## src/rtl/core/sxr_pkg.sv

```systemverilog
`default_nettype none

package sxr_pkg;

	localparam int Width   = 32;
	localparam int QDepth  = 2;
	localparam int QPtrW   = $clog2(QDepth);
	localparam int QCntW   = $clog2(QDepth + 1);
	localparam int DivCntW = $clog2(Width);

	// One classified request, as it travels from the front end to the back end.
	typedef struct packed {
		logic [Width-1:0] lo;     // lower bound after ordering
		logic [Width-1:0] span;   // hi - lo + 1, wrapped to 32 bits
		logic             equal;  // both bounds equal: no draw
		logic             full;   // span wrapped to zero
	} sxr_item_t;

endpackage

`default_nettype wire

```

## src/rtl/core/sxr_front.sv

```systemverilog
`default_nettype none

module sxr_front import sxr_pkg::*; (
	input  wire logic             in_valid,
	output logic                  in_ready,
	input  wire logic [Width-1:0] bound_a,
	input  wire logic [Width-1:0] bound_b,
	input  wire logic             q_full,
	output logic                  q_push,
	output sxr_item_t             q_item
);

	logic             swap;
	logic [Width-1:0] lo;
	logic [Width-1:0] hi;
	logic [Width-1:0] span;

	// Order the bounds as signed values.
	assign swap = $signed(bound_a) > $signed(bound_b);
	assign lo   = swap ? bound_b : bound_a;
	assign hi   = swap ? bound_a : bound_b;
	assign span = hi - lo + Width'(1);

	assign q_item = '{
		lo:    lo,
		span:  span,
		equal: (bound_a == bound_b),
		full:  (bound_a != bound_b) && (span == '0)
	};

	assign in_ready = !q_full;
	assign q_push   = in_valid && !q_full;

endmodule

`default_nettype wire

```

## src/rtl/core/sxr_queue.sv

```systemverilog
`default_nettype none

module sxr_queue import sxr_pkg::*; (
	input  wire logic      clk,
	input  wire logic      arst_n,
	input  wire logic      push,
	input  wire sxr_item_t push_item,
	output logic           full,
	input  wire logic      pop,
	output logic           valid,
	output sxr_item_t      pop_item
);

	sxr_item_t        mem_q [QDepth];
	logic [QPtrW-1:0] wr_ptr_q;
	logic [QPtrW-1:0] rd_ptr_q;
	logic [QCntW-1:0] cnt_q;

	assign full     = (cnt_q == QCntW'(QDepth));
	assign valid    = (cnt_q != '0);
	assign pop_item = mem_q[rd_ptr_q];

	always_ff @(posedge clk) begin
		if (push) begin
			mem_q[wr_ptr_q] <= push_item;
		end
	end

	always_ff @(posedge clk or negedge arst_n) begin
		if (!arst_n) begin
			wr_ptr_q <= '0;
			rd_ptr_q <= '0;
			cnt_q    <= '0;
		end else begin
			if (push) begin
				wr_ptr_q <= (wr_ptr_q == QPtrW'(QDepth - 1)) ? '0 : wr_ptr_q + QPtrW'(1);
			end
			if (pop) begin
				rd_ptr_q <= (rd_ptr_q == QPtrW'(QDepth - 1)) ? '0 : rd_ptr_q + QPtrW'(1);
			end
			cnt_q <= cnt_q + QCntW'(push) - QCntW'(pop);
		end
	end

endmodule

`default_nettype wire

```

## src/rtl/core/sxr_back.sv

```systemverilog
`default_nettype none

module sxr_back import sxr_pkg::*; (
	input  wire logic             clk,
	input  wire logic             arst_n,
	input  wire logic             seed_we,
	input  wire logic [Width-1:0] seed_value,
	input  wire logic             q_valid,
	input  wire sxr_item_t        q_item,
	output logic                  q_pop,
	output logic                  out_valid,
	input  wire logic             out_ready,
	output logic [Width-1:0]      random_value,
	output logic                  span_overflow
);

	typedef enum logic [2:0] {ST_IDLE, ST_MIX, ST_FOLD, ST_DIV, ST_DONE} st_t;

	st_t                st_q;
	logic [Width-1:0]   gen_state_q;
	logic [Width-1:0]   lo_q;
	logic [Width-1:0]   span_q;
	logic               full_q;
	logic [Width-1:0]   pre_q;
	logic [Width-1:0]   k2_q;
	logic [Width-1:0]   k4_q;
	logic [Width-1:0]   sel_q;
	logic [Width-1:0]   rem_q;
	logic [Width-1:0]   dvd_q;
	logic [DivCntW-1:0] cnt_q;
	logic               out_valid_q;
	logic [Width-1:0]   value_q;
	logic               ovf_q;

	logic [Width-1:0] t1, t2, t3, k0, k1, k2, k3, k4;
	logic [3:0]       amt;
	logic [Width-1:0] fold;
	logic [Width:0]   trial;
	logic [Width:0]   trial_sub;
	logic [Width-1:0] rem_next;

	// Residue mod 15 by nibble sums, since 16 is 1 mod 15.
	function automatic logic [3:0] mod15(input logic [Width-1:0] v);
		logic [6:0] acc;
		logic [4:0] red;
		acc = '0;
		for (int i = 0; i < Width / 4; i++) begin
			acc = acc + 7'(v[4*i +: 4]);
		end
		red = 5'(acc[6:4]) + 5'(acc[3:0]);
		if (red >= 5'd15) begin
			red = red - 5'd15;
		end
		return red[3:0];
	endfunction

	// First half of the mixing network.
	always_comb begin
		t1 = (gen_state_q << 20) ^ (gen_state_q >> 7);
		t2 = Width'($signed(t1) >>> 13) ^ (gen_state_q << 6) ^ t1;
		t3 = t1 ^ Width'($signed(t2) >>> 10) ^ (gen_state_q << 6);
		k0 = Width'($signed(t3) >>> 12) ^ (t2 << 2);
		k1 = (t3 << 18) ^ t1;
		k2 = t1 ^ t2 ^ t3;
		k3 = ((gen_state_q ^ t1) << 24) ^ t3;
		k4 = k3 ^ (t2 << 12);
	end

	// Second half: variable shift, then fold.
	always_comb begin
		amt  = mod15(sel_q);
		fold = ((pre_q ^ (k4_q << amt)) >> 3) ^ k2_q ^ k4_q;
	end

	// One restoring step of the remainder.
	assign trial     = {rem_q, dvd_q[Width-1]};
	assign trial_sub = trial - {1'b0, span_q};
	assign rem_next  = (trial >= {1'b0, span_q}) ? trial_sub[Width-1:0] : trial[Width-1:0];

	assign q_pop         = (st_q == ST_IDLE) && q_valid;
	assign out_valid     = out_valid_q;
	assign random_value  = value_q;
	assign span_overflow = ovf_q;

	always_ff @(posedge clk or negedge arst_n) begin
		if (!arst_n) begin
			st_q        <= ST_IDLE;
			gen_state_q <= '0;
			lo_q        <= '0;
			span_q      <= '0;
			full_q      <= 1'b0;
			pre_q       <= '0;
			k2_q        <= '0;
			k4_q        <= '0;
			sel_q       <= '0;
			rem_q       <= '0;
			dvd_q       <= '0;
			cnt_q       <= '0;
			out_valid_q <= 1'b0;
			value_q     <= '0;
			ovf_q       <= 1'b0;
		end else begin
			// Drop the beat once taken, unless a new one loads in the same cycle.
			if (out_valid_q && out_ready && (st_q != ST_DONE)) begin
				out_valid_q <= 1'b0;
			end
			case (st_q)
				ST_IDLE: begin
					if (q_valid) begin
						lo_q   <= q_item.lo;
						span_q <= q_item.span;
						full_q <= q_item.full;
						if (q_item.equal) begin
							rem_q <= '0;
							st_q  <= ST_DONE;
						end else begin
							st_q <= ST_MIX;
						end
					end
				end
				ST_MIX: begin
					pre_q <= k0 ^ (k1 << 13) ^ (k2 >> 5) ^ k3;
					k2_q  <= k2;
					k4_q  <= k4;
					sel_q <= k2 ^ k1;
					st_q  <= ST_FOLD;
				end
				ST_FOLD: begin
					if (full_q) begin
						rem_q <= fold;
						st_q  <= ST_DONE;
					end else begin
						dvd_q <= fold;
						rem_q <= '0;
						cnt_q <= '0;
						st_q  <= ST_DIV;
					end
				end
				ST_DIV: begin
					rem_q <= rem_next;
					dvd_q <= dvd_q << 1;
					cnt_q <= cnt_q + DivCntW'(1);
					if (cnt_q == DivCntW'(Width - 1)) begin
						st_q <= ST_DONE;
					end
				end
				ST_DONE: begin
					if (!out_valid_q || out_ready) begin
						out_valid_q <= 1'b1;
						value_q     <= rem_q + lo_q;
						ovf_q       <= full_q;
						st_q        <= ST_IDLE;
					end
				end
				default: begin
					st_q <= ST_IDLE;
				end
			endcase
			// Seed load: the user writes it only while idle, the block does not enforce it; otherwise advance on the fold cycle.
			if (seed_we) begin
				gen_state_q <= (seed_value == '0) ? Width'(1) : seed_value;
			end else if (st_q == ST_FOLD) begin
				gen_state_q <= fold;
			end
		end
	end

endmodule

`default_nettype wire

```

## src/rtl/core/shift_xor_range_random_unit.sv

```systemverilog
// Sequence: pop from the queue, mixing in ST_MIX and ST_FOLD, 32 remainder steps one
//   bit each in ST_DIV, then ST_DONE loads the output once it is free; equal bounds go
//   from the pop to ST_DONE, and a full 32-bit span skips the remainder steps.
// Occupancy: the back end works on one request at a time and pops the next only in
//   ST_IDLE, paced by the bit-serial remainder unit; a 2-deep queue buffers the front.
// Reset: arst_n clears the generator state to zero, empties the queue and drops out_valid.
`default_nettype none

module shift_xor_range_random_unit import sxr_pkg::*; (
	input  wire logic             clk,
	input  wire logic             arst_n,
	// seed register write
	input  wire logic             seed_we,
	input  wire logic [Width-1:0] seed_value,
	// request channel
	input  wire logic             in_valid,
	output logic                  in_ready,
	input  wire logic [Width-1:0] bound_a,
	input  wire logic [Width-1:0] bound_b,
	// result channel
	output logic                  out_valid,
	input  wire logic             out_ready,
	output logic [Width-1:0]      random_value,
	output logic                  span_overflow
);

	logic      q_push;
	logic      q_full;
	logic      q_pop;
	logic      q_valid;
	sxr_item_t push_item;
	sxr_item_t pop_item;

	// Front end: order the bounds, compute the span and flag the
	// special cases (equal bounds, full 32-bit span). One beat per cycle
	// while the queue has room.
	sxr_front u_front (
		.in_valid (in_valid),
		.in_ready (in_ready),
		.bound_a  (bound_a),
		.bound_b  (bound_b),
		.q_full   (q_full),
		.q_push   (q_push),
		.q_item   (push_item)
	);

	// Decouple the front from the multi-cycle back end.
	sxr_queue u_queue (
		.clk       (clk),
		.arst_n    (arst_n),
		.push      (q_push),
		.push_item (push_item),
		.full      (q_full),
		.pop       (q_pop),
		.valid     (q_valid),
		.pop_item  (pop_item)
	);

	// Back end: for unequal bounds, advance the generator state in ST_MIX
	// and ST_FOLD and reduce it modulo the span one bit per cycle unless the
	// span is full; add the low bound, held in the output register until the beat is taken.
	sxr_back u_back (
		.clk           (clk),
		.arst_n        (arst_n),
		.seed_we       (seed_we),
		.seed_value    (seed_value),
		.q_valid       (q_valid),
		.q_item        (pop_item),
		.q_pop         (q_pop),
		.out_valid     (out_valid),
		.out_ready     (out_ready),
		.random_value  (random_value),
		.span_overflow (span_overflow)
	);

endmodule

`default_nettype wire

```

## config.mk

```make
export PLATFORM = sky130hd
export DESIGN_NAME = shift_xor_range_random_unit
export DESIGN_NICKNAME = d
export VERILOG_FILES = /design/src/rtl/core/sxr_pkg.sv /design/src/rtl/core/sxr_front.sv /design/src/rtl/core/sxr_queue.sv /design/src/rtl/core/sxr_back.sv /design/src/rtl/core/shift_xor_range_random_unit.sv
export SDC_FILE = /design/constraint.sdc
export NUM_CORES = 1
export LEC_CHECK = 0
export BUFFER_PORTS_ARGS = -buffer_cell sky130_fd_sc_hd__buf_2
export CORE_UTILIZATION = 45
export CTS_CLUSTER_SIZE = 20
export DETAILED_ROUTE_END_ITERATION = 7
export GPL_TIMING_DRIVEN = 0
export SKIP_CTS_REPAIR_TIMING = 1
export SLEW_MARGIN = 20
export SYNTH_ARGS = -nofsm -noshare
export SYNTH_HDL_FRONTEND = slang
export SYNTH_SLANG_ARGS = --single-unit
```

## constraint.sdc

```tcl
create_clock -name clk -period 13.3 [get_ports clk]
set_clock_uncertainty 0.2 [all_clocks]
set_input_delay 2.66 -clock clk [delete_from_list [all_inputs] [get_ports clk]]
set_output_delay 2.66 -clock clk [all_outputs]
set_load 0.02 [all_outputs]
```

======== Yosys cells after proc, flatten, opt, wreduce, memory -nomap -nowiden ========
Memory sizes are Yosys's and may differ from the RTL's.
Index checks and enable logic that the tools add are counted.
operators by class
  shifts and indexed selects .............. 1
  order comparisons ....................... 3
  $add $sub $neg .......................... 18
  equal/unequal tests ..................... 14
  muxes and demuxes ....................... 28
  bitwise operators ....................... 19
  reduce and logical (&&, ||, !) cells .... 20
operators by type and width
  cell                                                                      number
  32-bit bitwise XOR                                                        15
  32-bit two-way mux                                                        10
  32-bit one-hot mux with 3 select lines                                    1
  32-bit zero test                                                          2
  32-bit one-hot mux with 2 select lines                                    1
  32-bit subtractor                                                         2
  7-bit by 4-bit adder with 7-bit output                                    6
  33-bit by 32-bit greater-or-equal comparator with 1-bit output            1
  32-bit by 1-bit adder with 32-bit output (second input constant)          1
  32-bit adder                                                              1
  32-bit equality test                                                      1
  32-bit > comparator                                                       1
  32-bit inequality test                                                    1
  32-bit by 4-bit left shift with 32-bit output                             1
  29-bit by 32-bit bitwise XOR with 32-bit output                           1
  32-bit by 25-bit bitwise XOR with 32-bit output                           1
  32-bit by 27-bit bitwise XOR with 32-bit output                           1
  3-bit two-way mux                                                         5
  3-bit one-hot mux with 5 select lines                                     1
  5-bit one-hot mux with 2 select lines                                     1
  8-bit bitwise XOR                                                         1
  1-bit two-way mux                                                         7
  3-bit by 2-bit equality test with 1-bit output (second input constant)    2
  2-bit by 1-bit inequality test with 1-bit output (second input constant)  3
  24 further kinds                                                          36
storage, ports and cells
  bits in writable memories ............... 132
  output and inout port bits .............. 35
  word-level logic and storage cells ...... 122
  register bits after elaboration ......... 335
  memories kept ........................... 1
memories
  memory         depth  bits a word  read ports  clocked after Yosys merged registers in  write ports  RTL line         source
  u_queue.mem_q  2      66           1           0                                        1            sxr_queue.sv:14  sxr_item_t mem_q [QDepth];

======== Longest topological paths before layout ========
  depth in word-level cells ............... 16
  mapped depth ............................ 32
  gate-level depth less buffers ........... 27

======== By module ========
A second synthesis with hierarchy kept.
unflattened totals
  cells, all modules ...................... 3292
  area, all modules ....................... 31551.5 um^2
by module, submodules not included
  module     instances  sequential area each (um^2)  area each (um^2)  cells each
  sxr_back   1          8207.9                       22851.9           2508
  sxr_queue  1          4063.9                       5074.9            220
  sxr_front  1          0.0                          3624.7            564

======== Worst setup path after synthesis ========
OpenSTA, ideal clock, no wires.
  path kind ............................... in2reg
  from .................................... in bound_b[17]
  to ...................................... mem u_queue.mem_q[0][0] (netlist name) (data pin)
  path slack .............................. 4.679 ns
  path buffers ............................ 3
  setup time .............................. 0.182 ns
  stages .................................. 26
  data arrival time ....................... 8.239 ns
  required time ........................... 12.918 ns
  cell sequence ........................... inv_1 ha_1 a21oi_1 nor2_1 a2111oi_0 a2111oi_0 nor4_1 mux2i_1 or2_2 clkbuf_1 clkbuf_1 buf_1 o22ai_1 ha_1 inv_1 fa_1 nand2b_1 a21oi_1 o21ai_2 xnor2_1 or4_1 or4_1 or4_1 nor4b_2 nand4_1 nor4_2
RTL lines
  element      RTL line                           source
  from (decl)  shift_xor_range_random_unit.sv:19  input wire logic [Width-1:0] bound_b,
  to (decl)    sxr_queue.sv:14

==> results.md <==
Run status:
- The flow ran to the end, and the final reports show no timing, DRC or antenna violations.

Clock network:
- In this run the deepest clock path goes through 3 buffers.
- The CTS tree is yes.
- Clock tree synthesis inserted a total of 49 buffers.
- The H-tree was split into 2 levels.
- The tree built by TritonCTS fans out to 464 sinks.
- The later pin in the worst-skew pair is clocked with a latency of 0.64 ns.
- Clock-pin slew was measured on the worst setup and hold paths at 0.06 ns.
- The clock root buffer is clkbuf_16.

Setup path:
- The category of the worst setup path capture point is a register.
- The critical path starts at bound_b[30].
- Counting cells, the worst reg-to-reg path comes to 28.
- Data on the critical path is required at its endpoint by 13.53 ns.
- The element type at the critical path start is an input pin.
- The maximum fanout encountered on the critical timing path is 10.
- STA puts the critical path data arrival time at 9.96 ns.
- Counting stages on the worst path, the most repeated cell is or4_1.
- The standard cell with the maximum stage delay on the critical path is nor4_1.
- The biggest cell delay along the critical path is 0.74 ns.
- The worst register-to-register path begins at u_back.sel_q[0].
- The worst setup path is of the in -> reg kind.

Logic synthesis:
- The post-synthesis async set-or-reset flop share is 71.6%.
- The mean area per synthesized cell is 9.33 um^2.
- Sequential elements use 40.3% of the synthesized area.
- The number of library cell types mapped by synthesis is 86.
- The portion of synthesized area spent on multiplexers is 4.68%.
- The synthesized netlist devotes 17.7% of its cell area to compound gates.
- Summing the areas of all and, or, nand and nor instances in the mapped netlist gives 12.7% of the synthesized area.
- Counting flops with a built-in enable in the synthesized netlist gives 132.
- The net count of the mapped netlist is 3,536.
- After synthesis, the largest family of logic cells by area is compound AO/OA/AOI/OAI gates.
- In this run the biggest area consumer among cell types represents 27.3% of the synthesized area.
- The Yosys step of the flow raised 0 warnings.
- By area the synthesized netlist is led by dfrtp_1, edfxtp_1, xnor2_1.
- Of the total synthesized cell area, the portion taken by XOR and XNOR cells is 13.0%.
- The synthesized netlist devotes 7.59% of its cell area to adder and majority cells.
- The combined area of all synthesized cells is 30,500 um^2.
- Summed over all instances, the cell type with the most area after synthesis is dfrtp_1.
- Synthesis handed over a netlist of 3,264 instances.
- The number of flip-flops and latches in the synthesized netlist is 464.
- The dominant synthesized flop cell is dfrtp_1.

Final layout:
- From synthesis to final layout, the design area changed by 12.2%.
- The number of diodes is 0.
- The net total in the final layout is 3,729.
- Cells with a size suffix above 1 make up 8.41% of the layout.
- The final instance area is 34,200 um^2.
- After filler insertion, the fill cell instance count of the layout stands at 6,367.

Timing:
- Setup violations remaining at the end of the flow were counted as 0.
- The final period demand of the worst path is 9.73 ns.
- In this run the tightest slew margin relative to its limit is 13.4%.
- The slew of the pin with the lowest slew margin is 1.29 ns.
- In the post-route analysis, the smallest setup slack over all paths is 3.57 ns.
- Static timing analysis puts the maximum clock frequency at 103 MHz.
- The post-route setup TNS is 0 ns.
- The max-slew violation count is 0.
- The share of the clock period used by the worst path after layout is 73.2%.
- Setup repair after global routing left no endpoint under its margin.
- The number of hold violations in the final report is 0.

Route:
- The vias after detailed routing is 25,800.
- The first detailed-routing pass ran for 6 iterations.
- The detailed-route wire length per cell is 24.0 um.
- After detailed routing, the number of vias per cell comes to 5.91.
- Once detail routing completed, the nets flagged for antenna violations numbered 0.
- The detailed router finished its first iteration with 2,644 violations.
- The total wirelength of the detailed-routed design is 105,000 um.
- The remaining routing DRC violations is 0.

Die:
- The initial utilization of the core area, before any placement, comes to 45.4%.
- The area of the die is 68,800 um^2.
- The number of top-level pins is 136.
- The area inside the core boundary is 67,000 um^2.
- The die boundary width is 262 um.
- The total number of placement rows is 95.
- The overall die height is 262 um.

Hold path:
- The hold path startpoint is u_back.random_value[0].
- The min-delay analysis places its worst path in the category reg -> reg.
- The hold-critical path depth is 2.

GRT:
- The initial antenna violation count is 1.
- After global routing the overflow that remains totals 0.
- The first-pass GRT wire length is 155,000 um.
- The pin count of the biggest net entering global routing is 94.
- The via count of the first global-routing pass is 24,000.
- Global routing consumed, over all layers together, 29.9% of the routing resources.

Run:
- Max-cap violations in this run came to 0.

Placed design:
- After detailed placement, the total cell area comes to 32,500 um^2.
- The total half-perimeter wirelength after legalization and detailed placement is 82,100 um.
- The count of input and output buffers is 135.
- The routability-driven placement congestion ratio is 0.991.
- OpenSTA, run right after detailed placement, puts the worst setup slack at 2.94 ns.
[final timing paths]
check	to	slack [ns]
worst min register to register	u_back.random_value[0]	0.27
min in group asynchronous	u_back.random_value[27]	1.80
max in group asynchronous	u_back.sel_q[31]	9.82
worst max register to register	u_back.rem_q[17]	3.65
worst min-delay path	u_back.random_value[0]	0.27
worst max-delay path	u_queue.mem_q[0][0]	3.57
[critical path: cells and delay by family]
family                     cells  cell delay (ns)
and+or+nand+nor               12             3.59
buffers and inverters          5             1.35
AOI/OAI and AO/OA              4             1.08
adders and majority gates      2             0.78
muxes                          1             0.36
xor gates and xnor gates       1             0.13
[kinds of logic (layout without fill, tap and decap cells)]
family	Yosys count	count (layout)
and+or+nand+nor	840	840
xor gates and xnor gates	451	451
adders and majority gates	171	171
AOI/OAI and AO/OA	881	881
DFF	464	464
buffers and inverters	316	546
muxes	141	141
[sequential cells by signal, indices dropped and copies added, names as in the netlist]
signal / flops
u_back.span_overflow: 1
u_back.k2_q: 32
u_back.lo_q: 32
u_back.cnt_q: 5
u_back.rem_q: 32
u_queue.mem_q: 132
u_back.full_q: 1
u_back.st_q: 3
u_back.out_valid: 1
u_queue.rd_ptr_q: 1
u_back.span_q: 32
u_queue.wr_ptr_q: 1
u_back.sel_q: 32
u_back.random_value: 32
u_back.dvd_q: 32
u_back.k4_q: 32
u_back.gen_state_q: 32
u_back.pre_q: 29
u_queue.cnt_q: 2
[placed cells by master (no fill, tap or decap), drive strengths merged, types with 26 or more instances in the layout]
| cell type | n |
|---|---|
| nand3 | 73 |
| a22oi | 37 |
| or3 | 28 |
| o21ai | 349 |
| nand4 | 26 |
| nor2 | 151 |
| edfxtp | 132 |
| nand2 | 392 |
| inv | 135 |
| ha | 148 |
| xnor2 | 316 |
| buf | 183 |
| a21o | 62 |
| nor3 | 33 |
| clkbuf | 199 |
| a21oi | 200 |
| dfrtp | 332 |
| xor2 | 135 |
| o211ai | 37 |
| mux2i | 130 |
[metal layers]
metal | up-vias | GRT usage [%] | share of wire, %
li1 | 11900 | - | -
met1 | 12600 | 44.7 | 47
met2 | 1076 | 43.7 | 42
met3 | 186 | 5.19 | 8.3
met4 | 0 | 9.54 | 3.2
met5 | - | 0 | 0
[synthesized netlist by cell type (17+ instances only)]
cell,count
edfxtp_1,132
nand3_1,72
inv_1,134
nand4_1,26
or3_1,27
o211ai_1,37
a21o_1,62
a21oi_1,200
nand2_1,392
dfrtp_1,332
xor2_1,134
and3_1,19
nor3b_1,24
o221ai_1,24
fa_1,23
a22oi_1,37
nand2b_1,20
buf_2,24
nor2_1,151
a31oi_1,18
nor3_1,32
ha_1,148
mux2i_1,130
clkbuf_1,138
nor4_1,17
xnor2_1,314
o21ai_0,348
[per-stage QoR]
step | cells | hold slack (ns) | util [%]
floorplan | 3264 | 0.249 | -
global placement | 4272 | 0.260 | 48.1
detailed placement | 4279 | 0.266 | 48.4
CTS | 4367 | 0.279 | 51.0
global route | 4367 | 0.292 | 51.0
finish | 4367 | 0.271 | 51.0
[final cells by class]
type                    count  area (um^2)  area share (%)
plain buffers             182          724            2.12
clock buffers              58         1280            3.74
clock inverters            30          423            1.24
inverters                 134          503            1.47
multi-input cells        2484        17000            49.8
flip-flops and latches    464        12300            35.9
well taps                 873         1090            3.20
repair buffers            142          851            2.49
Power is left out: the tool's default activity adds up to more than one toggle a clock period on the data nets, which glitch-free logic cannot reach.
